$ cat config.mk
export PLATFORM = sky130hd
export DESIGN_NAME = idle_count_load_monitor_unit
export DESIGN_NICKNAME = d
export VERILOG_FILES = /design/src/sv/icl_pkg.sv /design/src/sv/icl_div.sv /design/src/sv/icl_ctrl.sv /design/src/sv/idle_count_load_monitor_unit.sv
export SDC_FILE = /design/constraint.sdc
export NUM_CORES = 2
export LEC_CHECK = 0
export BUFFER_PORTS_ARGS = -buffer_cell sky130_fd_sc_hd__buf_2
export CAP_MARGIN = 5
export CORE_UTILIZATION = 65
export CTS_CLUSTER_SIZE = 40
export DETAILED_ROUTE_END_ITERATION = 10
export PLACE_DENSITY_LB_ADDON = 0.1
export SLEW_MARGIN = 30
export SYNTH_ARGS = -nofsm -noshare
export SYNTH_HDL_FRONTEND = slang
export SYNTH_HIERARCHICAL = 1
export SYNTH_SLANG_ARGS = --single-unit
$ cat constraint.sdc
create_clock -name clock -period 18.74 [get_ports clock]
set_input_delay 0 -clock clock [delete_from_list [all_inputs] [get_ports clock]]
set_output_delay 0 -clock clock [all_outputs]
set_load 0.1 [all_outputs]
$ cat src/sv/icl_pkg.sv
// Package with shared types, codes and widths for the idle-count load monitor.
package icl_pkg;

   // Fractional bits of the load format and the full-scale load value.
   localparam int LOAD_FRAC_BITS = 8;
   localparam int FULL_SCALE     = 100 << LOAD_FRAC_BITS;
   localparam int LOAD_W         = 15;
   localparam int DEFAULT_CORES  = 2;

   // Tally, peak and divider widths.
   localparam int TALLY_W   = 32;
   localparam int DIV_DEN_W = 32;
   localparam int DIV_Q_W   = LOAD_W;
   localparam int DIV_NUM_W = DIV_DEN_W + DIV_Q_W;
   localparam int DIV_CNT_W = $clog2(DIV_Q_W + 1);

   // Smoothing weight format and products.
   localparam int EMA_W     = 7;
   localparam int PROD_W    = EMA_W + LOAD_W;
   localparam int SAMPLES_W = 16;
   localparam logic [EMA_W-1:0] EMA_MAX   = EMA_W'(100);
   localparam logic [EMA_W-1:0] EMA_RESET = EMA_W'(50);
   localparam logic [SAMPLES_W-1:0] WARMUP_RESET = SAMPLES_W'(10);

   // Channel widths.
   localparam int REQ_DATA_W = 8;
   localparam int RSP_FIELD_W = 3 + 3 * LOAD_W + 1 + 2 * TALLY_W;
   localparam int RSP_DATA_W = ((RSP_FIELD_W + 7) / 8) * 8;
   localparam int RSP_PAD_W  = RSP_DATA_W - RSP_FIELD_W;
   localparam int CSR_DATA_W = SAMPLES_W;
   localparam int CSR_IDX_W  = 1;

   // Request command codes.
   localparam logic [1:0] CMD_TICK   = 2'd0;
   localparam logic [1:0] CMD_SAMPLE = 2'd1;
   localparam logic [1:0] CMD_CLEAR  = 2'd2;
   localparam logic [1:0] CMD_NOP    = 2'd3;

   // Configuration register indexes.
   localparam logic [CSR_IDX_W-1:0] CSR_EMA_PERCENT    = 1'd0;
   localparam logic [CSR_IDX_W-1:0] CSR_WARMUP_SAMPLES = 1'd1;

   // Sequencer states.
   typedef enum logic [3:0] {
      ST_IDLE,
      ST_LOAD,
      ST_RAW_START,
      ST_RAW_DIV,
      ST_EMA_MUL,
      ST_EMA_START,
      ST_EMA_DIV,
      ST_STORE,
      ST_AVG_START,
      ST_AVG_DIV,
      ST_EMIT
   } icl_state_type;

   // Status from the datapath to the sequencer.
   typedef struct packed {
      logic sample_go;
      logic div_done;
      logic raw_zero;
      logic first_sample;
      logic last_core;
      logic out_free;
   } icl_stat_type;

   // Controls from the sequencer to the datapath.
   typedef struct packed {
      logic req_ready;
      logic load_core;
      logic raw_start;
      logic raw_take;
      logic ema_mul;
      logic ema_start;
      logic ema_take;
      logic store_core;
      logic avg_start;
      logic avg_take;
      logic emit;
   } icl_ctl_type;

endpackage

$ cat src/sv/icl_div.sv
// Shared restoring divider that produces one quotient bit per cycle.
module icl_div
   import icl_pkg::*;
(
   input  logic                 clock,
   input  logic                 reset,
   input  logic                 start,
   input  logic [DIV_NUM_W-1:0] numer,
   input  logic [DIV_DEN_W-1:0] denom,
   output logic                 done,
   output logic [DIV_Q_W-1:0]   quotient
);

   logic [DIV_DEN_W-1:0] rem_ff, rem_in;
   logic [DIV_DEN_W-1:0] den_ff, den_in;
   logic [DIV_Q_W-1:0]   q_ff, q_in;
   logic [DIV_CNT_W-1:0] count_ff, count_in;
   logic                 done_ff, done_in;
   logic [DIV_DEN_W:0]   trial;
   logic                 ge;

   // One step: try to subtract the divisor from the partial remainder.
   // The low register holds the numerator bits still to come and collects
   // quotient bits from the bottom; the quotient must fit in DIV_Q_W bits.
   always_comb begin
      trial    = {rem_ff, q_ff[DIV_Q_W-1]} - {1'b0, den_ff};
      ge       = ~trial[DIV_DEN_W];
      rem_in   = rem_ff;
      den_in   = den_ff;
      q_in     = q_ff;
      count_in = count_ff;
      done_in  = 1'b0;
      if (start) begin
         rem_in   = numer[DIV_NUM_W-1:DIV_Q_W];
         q_in     = numer[DIV_Q_W-1:0];
         den_in   = denom;
         count_in = DIV_CNT_W'(DIV_Q_W);
      end else if (count_ff != '0) begin
         rem_in   = ge ? trial[DIV_DEN_W-1:0] : {rem_ff[DIV_DEN_W-2:0], q_ff[DIV_Q_W-1]};
         q_in     = {q_ff[DIV_Q_W-2:0], ge};
         count_in = count_ff - 1'b1;
         done_in  = (count_ff == DIV_CNT_W'(1));
      end
   end

   always_ff @(posedge clock) begin
      if (reset) begin
         count_ff <= '0;
         done_ff  <= 1'b0;
      end else begin
         count_ff <= count_in;
         done_ff  <= done_in;
      end
      rem_ff <= rem_in;
      den_ff <= den_in;
      q_ff   <= q_in;
   end

   assign done     = done_ff;
   assign quotient = q_ff;

endmodule

$ cat src/sv/icl_ctrl.sv
// Sequencer that steps a sample through the shared divider core by core.
module icl_ctrl
   import icl_pkg::*;
(
   input  logic         clock,
   input  logic         reset,
   input  icl_stat_type stat,
   output icl_ctl_type  ctl
);

   icl_state_type state_ff, state_in;

   // Next state.
   always_comb begin
      state_in = state_ff;
      case (state_ff)
         ST_IDLE:      if (stat.sample_go) state_in = ST_LOAD;
         ST_LOAD:      state_in = ST_RAW_START;
         ST_RAW_START: state_in = stat.raw_zero ? ST_EMA_MUL : ST_RAW_DIV;
         ST_RAW_DIV:   if (stat.div_done) state_in = ST_EMA_MUL;
         ST_EMA_MUL:   state_in = stat.first_sample ? ST_STORE : ST_EMA_START;
         ST_EMA_START: state_in = ST_EMA_DIV;
         ST_EMA_DIV:   if (stat.div_done) state_in = ST_STORE;
         ST_STORE:     state_in = stat.last_core ? ST_AVG_START : ST_LOAD;
         ST_AVG_START: state_in = ST_AVG_DIV;
         ST_AVG_DIV:   if (stat.div_done) state_in = ST_EMIT;
         ST_EMIT:      if (stat.out_free && stat.last_core) state_in = ST_IDLE;
         default:      state_in = ST_IDLE;
      endcase
   end

   // Controls for the datapath.
   always_comb begin
      ctl = '0;
      case (state_ff)
         ST_IDLE:      ctl.req_ready  = 1'b1;
         ST_LOAD:      ctl.load_core  = 1'b1;
         ST_RAW_START: ctl.raw_start  = 1'b1;
         ST_RAW_DIV:   ctl.raw_take   = stat.div_done;
         ST_EMA_MUL:   ctl.ema_mul    = 1'b1;
         ST_EMA_START: ctl.ema_start  = 1'b1;
         ST_EMA_DIV:   ctl.ema_take   = stat.div_done;
         ST_STORE:     ctl.store_core = 1'b1;
         ST_AVG_START: ctl.avg_start  = 1'b1;
         ST_AVG_DIV:   ctl.avg_take   = stat.div_done;
         ST_EMIT:      ctl.emit       = stat.out_free;
         default:      ctl = '0;
      endcase
   end

   always_ff @(posedge clock) begin
      if (reset) begin
         state_ff <= ST_IDLE;
      end else begin
         state_ff <= state_in;
      end
   end

endmodule

$ cat src/sv/idle_count_load_monitor_unit.sv
// Top level of the per-core load monitor built on idle-tick counting.
// Idle tick, clear and no-op requests are taken back to back.
// A sample request runs each core through two divisions in the shared
// divider (fewer for a zero raw load or the first sample), then the
// average division, then loads one result per core;
// requests are not taken until the last result is loaded.
// Synchronous active-high reset clears the state and restores the registers, but not the working or payload registers.
module idle_count_load_monitor_unit
   import icl_pkg::*;
#(
   parameter int CORES = DEFAULT_CORES
)
(
   input  logic                  clock,
   input  logic                  reset,
   input  logic                  req_tvalid,
   output logic                  req_tready,
   input  logic [REQ_DATA_W-1:0] req_tdata,   // cmd, core_select
   output logic                  rsp_tvalid,
   input  logic                  rsp_tready,
   // core_index, raw_load, smooth_load, average_load, is_ready,
   // idle_observed, idle_peak_out
   output logic [RSP_DATA_W-1:0] rsp_tdata,
   output logic                  rsp_tlast,
   input  logic                  csr_we,
   input  logic [CSR_IDX_W-1:0]  csr_index,
   input  logic [CSR_DATA_W-1:0] csr_wdata
);

   localparam int CNT_W = (CORES > 1) ? $clog2(CORES) : 1;
   localparam int SUM_W = LOAD_W + $clog2(CORES + 1);

   icl_stat_type stat;
   icl_ctl_type  ctl;

   logic [1:0] req_cmd;
   logic [2:0] req_sel;
   logic       accept;
   logic       sel_ok;
   logic [CNT_W-1:0] tally_addr;

   // Configuration registers.
   logic [EMA_W-1:0]     ema_ff, ema_in;
   logic [SAMPLES_W-1:0] warmup_ff, warmup_in;

   // Per-core state.
   logic [TALLY_W-1:0] tally_ff [CORES];
   logic [TALLY_W-1:0] tally_in [CORES];
   logic [TALLY_W-1:0] peak_ff [CORES];
   logic [TALLY_W-1:0] peak_in [CORES];
   logic [TALLY_W-1:0] obs_ff [CORES];
   logic [TALLY_W-1:0] obs_in [CORES];
   logic [LOAD_W-1:0]  raw_store_ff [CORES];
   logic [LOAD_W-1:0]  raw_store_in [CORES];
   logic [LOAD_W-1:0]  smooth_store_ff [CORES];
   logic [LOAD_W-1:0]  smooth_store_in [CORES];

   // Global state.
   logic [LOAD_W-1:0]    avg_ff, avg_in;
   logic [SAMPLES_W-1:0] samples_ff, samples_in, samples_nx;
   logic                 ready_ff, ready_in;

   // Working registers of the sequence.
   logic [CNT_W-1:0]   cnt_ff, cnt_in;
   logic [SUM_W-1:0]   sum_ff, sum_in;
   logic [TALLY_W-1:0] diff_ff, diff_in;
   logic [TALLY_W-1:0] cur_peak_ff, cur_peak_in;
   logic               zero_ff, zero_in;
   logic [LOAD_W-1:0]  raw_ff, raw_in;
   logic [LOAD_W-1:0]  smooth_ff, smooth_in;
   logic [PROD_W-1:0]  prod_a_ff, prod_a_in;
   logic [PROD_W-1:0]  prod_b_ff, prod_b_in;
   logic [EMA_W-1:0]   ema_sat;

   // Output register.
   logic               rsp_valid_ff, rsp_valid_in;
   logic [2:0]         out_core_ff, out_core_in;
   logic [LOAD_W-1:0]  out_raw_ff, out_raw_in;
   logic [LOAD_W-1:0]  out_smooth_ff, out_smooth_in;
   logic [LOAD_W-1:0]  out_avg_ff, out_avg_in;
   logic               out_ready_ff, out_ready_in;
   logic [TALLY_W-1:0] out_idle_ff, out_idle_in;
   logic [TALLY_W-1:0] out_peak_ff, out_peak_in;
   logic               out_last_ff, out_last_in;

   // Divider operands.
   logic                 div_start;
   logic [DIV_NUM_W-1:0] div_numer;
   logic [DIV_DEN_W-1:0] div_denom;
   logic                 div_done;
   logic [DIV_Q_W-1:0]   div_quot;

   assign req_cmd    = req_tdata[1:0];
   assign req_sel    = req_tdata[4:2];
   assign req_tready = ctl.req_ready;
   assign accept     = req_tvalid & ctl.req_ready;
   assign sel_ok     = (32'(req_sel) < 32'(CORES));
   assign tally_addr = ctl.req_ready ? CNT_W'(req_sel) : cnt_ff;
   assign ema_sat    = (ema_ff > EMA_MAX) ? EMA_MAX : ema_ff;
   assign samples_nx = (samples_ff == '1) ? samples_ff : samples_ff + 1'b1;

   // Status for the sequencer.
   assign stat.sample_go    = accept && (req_cmd == CMD_SAMPLE);
   assign stat.div_done     = div_done;
   assign stat.raw_zero     = zero_ff;
   assign stat.first_sample = (samples_ff == '0);
   assign stat.last_core    = (32'(cnt_ff) == 32'(CORES - 1));
   assign stat.out_free     = ~rsp_valid_ff | rsp_tready;

   icl_ctrl u_ctrl (
      .clock (clock),
      .reset (reset),
      .stat  (stat),
      .ctl   (ctl)
   );

   // Operand selection for the shared divider.
   always_comb begin
      div_start = 1'b0;
      div_numer = '0;
      div_denom = '0;
      if (ctl.raw_start) begin
         div_start = ~zero_ff;
         div_numer = DIV_NUM_W'(diff_ff) * DIV_NUM_W'(FULL_SCALE)
                   + DIV_NUM_W'(cur_peak_ff >> 1);
         div_denom = cur_peak_ff;
      end else if (ctl.ema_start) begin
         div_start = 1'b1;
         div_numer = DIV_NUM_W'(prod_a_ff) + DIV_NUM_W'(prod_b_ff) + DIV_NUM_W'(50);
         div_denom = DIV_DEN_W'(100);
      end else if (ctl.avg_start) begin
         div_start = 1'b1;
         div_numer = DIV_NUM_W'(sum_ff) + DIV_NUM_W'(CORES / 2);
         div_denom = DIV_DEN_W'(CORES);
      end
   end

   icl_div u_div (
      .clock    (clock),
      .reset    (reset),
      .start    (div_start),
      .numer    (div_numer),
      .denom    (div_denom),
      .done     (div_done),
      .quotient (div_quot)
   );

   // Next values of the state and working registers.
   always_comb begin
      ema_in          = ema_ff;
      warmup_in       = warmup_ff;
      tally_in        = tally_ff;
      peak_in         = peak_ff;
      obs_in          = obs_ff;
      raw_store_in    = raw_store_ff;
      smooth_store_in = smooth_store_ff;
      avg_in          = avg_ff;
      samples_in      = samples_ff;
      ready_in        = ready_ff;
      cnt_in          = cnt_ff;
      sum_in          = sum_ff;
      diff_in         = diff_ff;
      cur_peak_in     = cur_peak_ff;
      zero_in         = zero_ff;
      raw_in          = raw_ff;
      smooth_in       = smooth_ff;
      prod_a_in       = prod_a_ff;
      prod_b_in       = prod_b_ff;
      rsp_valid_in    = rsp_valid_ff & ~rsp_tready;
      out_core_in     = out_core_ff;
      out_raw_in      = out_raw_ff;
      out_smooth_in   = out_smooth_ff;
      out_avg_in      = out_avg_ff;
      out_ready_in    = out_ready_ff;
      out_idle_in     = out_idle_ff;
      out_peak_in     = out_peak_ff;
      out_last_in     = out_last_ff;

      // Configuration writes.
      if (csr_we) begin
         case (csr_index)
            CSR_EMA_PERCENT:    ema_in    = csr_wdata[EMA_W-1:0];
            CSR_WARMUP_SAMPLES: warmup_in = csr_wdata[SAMPLES_W-1:0];
            default:            ;
         endcase
      end

      // Requests taken while idle.
      if (accept) begin
         case (req_cmd)
            CMD_TICK: begin
               if (sel_ok && (tally_ff[tally_addr] != '1)) begin
                  tally_in[tally_addr] = tally_ff[tally_addr] + 1'b1;
               end
            end
            CMD_SAMPLE: begin
               cnt_in = '0;
               sum_in = '0;
            end
            CMD_CLEAR: begin
               for (int c = 0; c < CORES; c++) begin
                  tally_in[c]        = '0;
                  peak_in[c]         = '0;
                  raw_store_in[c]    = '0;
                  smooth_store_in[c] = '0;
               end
               avg_in     = '0;
               samples_in = '0;
               ready_in   = 1'b0;
            end
            default: ;
         endcase
      end

      // Take the tally and raise the peak. The raw load is zero exactly when
      // the new tally is not below the old peak.
      if (ctl.load_core) begin
         tally_in[tally_addr] = '0;
         obs_in[cnt_ff]       = tally_ff[cnt_ff];
         zero_in              = (tally_ff[cnt_ff] >= peak_ff[cnt_ff]);
         diff_in              = peak_ff[cnt_ff] - tally_ff[cnt_ff];
         cur_peak_in          = zero_in ? tally_ff[cnt_ff] : peak_ff[cnt_ff];
         peak_in[cnt_ff]      = cur_peak_in;
      end

      if (ctl.raw_start && zero_ff) begin
         raw_in = '0;
      end
      if (ctl.raw_take) begin
         raw_in = div_quot;
      end

      // Moving average products, or the raw load on the first sample.
      if (ctl.ema_mul) begin
         if (samples_ff == '0) begin
            smooth_in = raw_ff;
         end else begin
            prod_a_in = PROD_W'(ema_sat) * PROD_W'(raw_ff);
            prod_b_in = PROD_W'(EMA_MAX - ema_sat) * PROD_W'(smooth_store_ff[cnt_ff]);
         end
      end
      if (ctl.ema_take) begin
         smooth_in = div_quot;
      end

      // Commit this core and move on.
      if (ctl.store_core) begin
         raw_store_in[cnt_ff]    = raw_ff;
         smooth_store_in[cnt_ff] = smooth_ff;
         sum_in                  = sum_ff + SUM_W'(smooth_ff);
         if (!stat.last_core) begin
            cnt_in = cnt_ff + 1'b1;
         end
      end

      // Average over cores, sample count and warm-up flag.
      if (ctl.avg_take) begin
         avg_in     = div_quot;
         samples_in = samples_nx;
         ready_in   = ready_ff | (samples_nx >= warmup_ff);
         cnt_in     = '0;
      end

      // Load one result per core into the output register.
      if (ctl.emit) begin
         rsp_valid_in  = 1'b1;
         out_core_in   = 3'(cnt_ff);
         out_raw_in    = raw_store_ff[cnt_ff];
         out_smooth_in = smooth_store_ff[cnt_ff];
         out_avg_in    = avg_ff;
         out_ready_in  = ready_ff;
         out_idle_in   = obs_ff[cnt_ff];
         out_peak_in   = peak_ff[cnt_ff];
         out_last_in   = stat.last_core;
         if (!stat.last_core) begin
            cnt_in = cnt_ff + 1'b1;
         end
      end
   end

   // State registers.
   always_ff @(posedge clock) begin
      if (reset) begin
         ema_ff       <= EMA_RESET;
         warmup_ff    <= WARMUP_RESET;
         for (int c = 0; c < CORES; c++) begin
            tally_ff[c]        <= '0;
            peak_ff[c]         <= '0;
            raw_store_ff[c]    <= '0;
            smooth_store_ff[c] <= '0;
         end
         avg_ff       <= '0;
         samples_ff   <= '0;
         ready_ff     <= 1'b0;
         cnt_ff       <= '0;
         rsp_valid_ff <= 1'b0;
      end else begin
         ema_ff          <= ema_in;
         warmup_ff       <= warmup_in;
         tally_ff        <= tally_in;
         peak_ff         <= peak_in;
         raw_store_ff    <= raw_store_in;
         smooth_store_ff <= smooth_store_in;
         avg_ff          <= avg_in;
         samples_ff      <= samples_in;
         ready_ff        <= ready_in;
         cnt_ff          <= cnt_in;
         rsp_valid_ff    <= rsp_valid_in;
      end
   end

   // Working and payload registers.
   always_ff @(posedge clock) begin
      obs_ff        <= obs_in;
      sum_ff        <= sum_in;
      diff_ff       <= diff_in;
      cur_peak_ff   <= cur_peak_in;
      zero_ff       <= zero_in;
      raw_ff        <= raw_in;
      smooth_ff     <= smooth_in;
      prod_a_ff     <= prod_a_in;
      prod_b_ff     <= prod_b_in;
      out_core_ff   <= out_core_in;
      out_raw_ff    <= out_raw_in;
      out_smooth_ff <= out_smooth_in;
      out_avg_ff    <= out_avg_in;
      out_ready_ff  <= out_ready_in;
      out_idle_ff   <= out_idle_in;
      out_peak_ff   <= out_peak_in;
      out_last_ff   <= out_last_in;
   end

   assign rsp_tvalid = rsp_valid_ff;
   assign rsp_tlast  = out_last_ff;
   assign rsp_tdata  = {{RSP_PAD_W{1'b0}}, out_peak_ff, out_idle_ff, out_ready_ff,
                        out_avg_ff, out_smooth_ff, out_raw_ff, out_core_ff};

endmodule

==> metrics.log <==
INFO  metric status = completed
INFO  metric globalRoute.totalOverflow = 0
INFO  metric ctsHtreeMaxLevel = 3
INFO  metric clkSlewWorstSetupHoldPaths = 0.06 ns
INFO  metric switching_share = 41.6%
INFO  metric clock_sinks = 664
INFO  metric dp_hpwl = 79,000 µm
INFO  metric share_seq_of_total_power = 26.7%
INFO  metric max-cap-violations = 0
INFO  metric yosys_warnings = 6
INFO  metric ioPinCount = 153
INFO  metric timing.critical_path.to_type = flop
INFO  metric final_common_cell = inv_1
INFO  metric synth_cell_types = 104
INFO  metric p_comb_share = 53.5%
INFO  metric timing.slew.headroom = 33.7%
INFO  metric finalHoldWorstSlack = 0.0641 ns
INFO  metric dieArea = 69,500 µm²
INFO  metric largest_net_degree_at_the_start_of_global_routing = 109
INFO  metric rsz_0062_raised_after_global_routing = false
INFO  metric portion_of_synthesized_cell_area_occupied_by_the_leading_cell_type = 27.7%
INFO  metric crit_top_cell = inv_1
INFO  metric synthToLayoutAreaGrowth = 9.60%
INFO  metric share_clk_of_total_power = 19.8%
INFO  metric cts_inserted_buffers = 72
INFO  metric netlist_instances = 4,480
INFO  metric first_pass_iters = 6
INFO  metric data_arrival_at_the_endpoint_of_the_critical_path = 8.25 ns
INFO  metric clock-skew-final = 0.0208 ns
INFO  metric yosysSeqAreaShare = 39.1%
INFO  metric worstSkewPairLatency = 0.63 ns
INFO  metric finalWorstPathRequiredPeriod = 7.89 ns
INFO  metric finalInstanceArea = 48,800 µm²
INFO  metric finalHoldViolations = 0
INFO  metric remaining_drc_errors = 0
INFO  metric detail-route-antenna-nets = 0
INFO  metric finalMaxSlewViolations = 0
INFO  metric via_count = 33,140
INFO  metric synth_flop_cell = edfxtp_1
INFO  metric global_route.usage.total = 31.2%
INFO  metric root_buffer = clkbuf_16
INFO  metric critical_path_required = 19.10 ns
INFO  metric internal_power = 4.31 mW
INFO  metric number_of_gates_resized_after_cts = 0
INFO  metric n_fill_cell = 4,894
INFO  metric port_buffers = 140
INFO  metric clock_path_buffers = 3
INFO  metric fin_nets = 5,157
INFO  metric floorplan.initialDensity = 66.0%
INFO  metric netsw = 3.07 mW
INFO  metric grt_pass1_vias = 31,680
INFO  metric placed_area = 46,000 µm²
INFO  metric post-layout-total-power = 7.38 mW
INFO  metric worst_setup_path_start_kind = flop
INFO  metric drive_above_1_share = 11.3%
INFO  metric detailedRoute.firstIterationViolations = 3,044
INFO  metric clock_tree_from_tritoncts = yes
INFO  metric timing.setup.critical_path_class = reg2reg
INFO  metric grt_antenna_before_repair = 3
INFO  metric worst_pin_slew = 0.994 ns
INFO  metric detailed_route_wire_length_per_cell = 19.6 µm
INFO  metric core = 67,400 µm²
INFO  metric viasPerCell = 5.99
INFO  metric mappedNetlistArea = 44,500 µm²
INFO  metric power.static_leakage = 21.1 nW
INFO  metric slowest_delay = 0.76 ns
INFO  metric synth-edff-count = 410
INFO  metric dieHeight = 264 µm
INFO  metric diodes = 0
INFO  metric die_boundary_width = 264 µm
INFO  metric wl = 108,000 µm
INFO  metric setup_total_negative_slack = 0 ns
INFO  metric global_route_wire_length_before_repair = 172,000 µm
INFO  metric power-per-cell-area = 151 nW/µm²
INFO  metric synth.top_cells.by_area = edfxtp_1, dfxtp_1, ha_1, fa_1, inv_1
INFO  metric gp_congestion = 0.954
INFO  metric register_bit_total_from_synthesis = 664
INFO  metric cp_max_fo = 23
INFO  metric fmaxAchievable = 127 MHz
INFO  metric ir_drop = 0.175 mV
INFO  metric final_cell_mix = inv_1, nand2_1, edfxtp_1
INFO  metric row_count = 95
INFO  metric syn_area_per_cell = 9.93 µm²
INFO  metric slowest_stage = xnor2_1
INFO  metric synth_area_leader_cell = edfxtp_1
INFO  metric path_type_of_the_worst_min_delay_path = in2reg
INFO  metric post-route-period-util = 42.1%
INFO  metric setup_violating_endpoint_count_in_the_final_report = 0
INFO  metric synth_async_sr_flop_share = 0%
==> state kept, by name (all words and copies together) (netlist names), 16 cells and up <==
name	count
out_idle_ff	32
sum_ff	17
raw_store_ff	30
prod_b_ff	22
u_div/den_ff	32
samples_ff	16
cur_peak_ff	32
u_div/rem_ff	32
diff_ff	32
out_peak_ff	32
warmup_ff	16
tally_ff	64
smooth_store_ff	30
prod_a_ff	22
peak_ff	64
obs_ff	64
==> area by class of cell <==
| type | count | area [µm²] | area share [%] |
|---|---|---|---|
| clock buffers | 97 | 1990 | 4.08 |
| clock inverters | 36 | 444 | 0.911 |
| well taps | 873 | 1090 | 2.24 |
| repair buffers | 217 | 1400 | 2.87 |
| inverters | 488 | 1830 | 3.76 |
| flip-flops and latches | 664 | 17400 | 35.7 |
| multi-input cells | 3153 | 24600 | 50.5 |
==> cells in the mapped netlist (all sizes together) (12+ instances only) <==
cell type    n
nand3      138
a21boi      12
nand2b      43
o21ai      135
o21a        20
a22o        69
edfxtp     410
or3         14
xnor2      152
inv        488
mux2       148
ha         356
nand4       19
nand2      418
a31oi       15
nor4        14
mux2i      103
buf         46
dfxtp      254
o21bai      14
fa         175
a22oi       54
and3        77
a21oi      280
and2        90
nand3b      13
nor2b       56
clkbuf     151
a211oi      26
nor3        52
a21o        87
nor2       299
xor2        88
==> metal layers <==
metal / track usage (%) / part of all wire, % / vias up
met1: 46.9 / 46 / 16014
met2: 47.1 / 44 / 1227
met5: 0 / 0 / -
li1: - / - / 15743
met4: 7.98 / 2.1 / 0
met3: 4.49 / 7.9 / 156
==> worst paths after layout <==
kind | from | end | slack, ns | cells after the start
min reg2reg | avg_ff[1]$_SDFFE_PP0P_ | out_avg_ff[1]$_DFFE_PP_ | 0.42 | 0
max reg2reg | ema_ff[3]$_SDFFE_PP0P_ | prod_b_ff[21]$_DFFE_PP_ | 10.85 | 28
min | req_tdata[0] | u_ctrl/state_ff[1]$_SDFFE_PP0P_ | 0.06 | 6
max | ema_ff[3]$_SDFFE_PP0P_ | prod_b_ff[21]$_DFFE_PP_ | 10.85 | 28
==> metrics by stage <==
stage                     cells  setup slack, ns  util, %
after floorplan            4502            10.79        -
after global placement     5364            11.07     68.2
after detailed placement   5364            10.99     68.2
after CTS                  5526            10.93     72.3
after global routing       5528            10.30     72.4
final                      5528            10.85     72.4
==> worst max-delay path: cells and delay by family (launching register included) <==
family	cells	cell delay, ns
fa+ha+maj	6	2.40
buf+inv	5	0.92
simple gates	6	0.83
xor+xnor	2	0.85
flops	1	0.61
compound gates	9	2.00
==> power groups by stage <==
| stage | registers (mW) | logic, mW | clock network (mW) |
|---|---|---|---|
| after CTS | 1.96 | 3.93 | 1.48 |
| after detailed placement | 1.99 | 3.89 | 0 |
| after floorplan | 1.92 | 3.18 | 0 |
| final | 1.97 | 3.95 | 1.46 |
| after global routing | 1.98 | 4.41 | 1.54 |
| after global placement | 1.99 | 3.82 | 0 |
==> kinds of logic (layout without fill, tap and decap cells) <==
family	count (synthesis)	count (layout)	share of synthesized area, %
AOI/OAI and AO/OA	824	824	12.3
and+or+nand+nor	1283	1283	13.9
DFF	664	664	39.1
buffers and inverters	685	838	6.09
adders and majority gates	531	531	17.9
muxes	251	251	6.06
xor gates and xnor gates	240	240	4.72
other	2	24	0.0169
==> timing repair <==
item | 4_1_cts | 5_1_grt
hold endpoints to repair | 46 | 0
hold buffers | 29 | 0
setup buffers | 0 | 0
No activity file was read; power rests on OpenSTA's default activity.
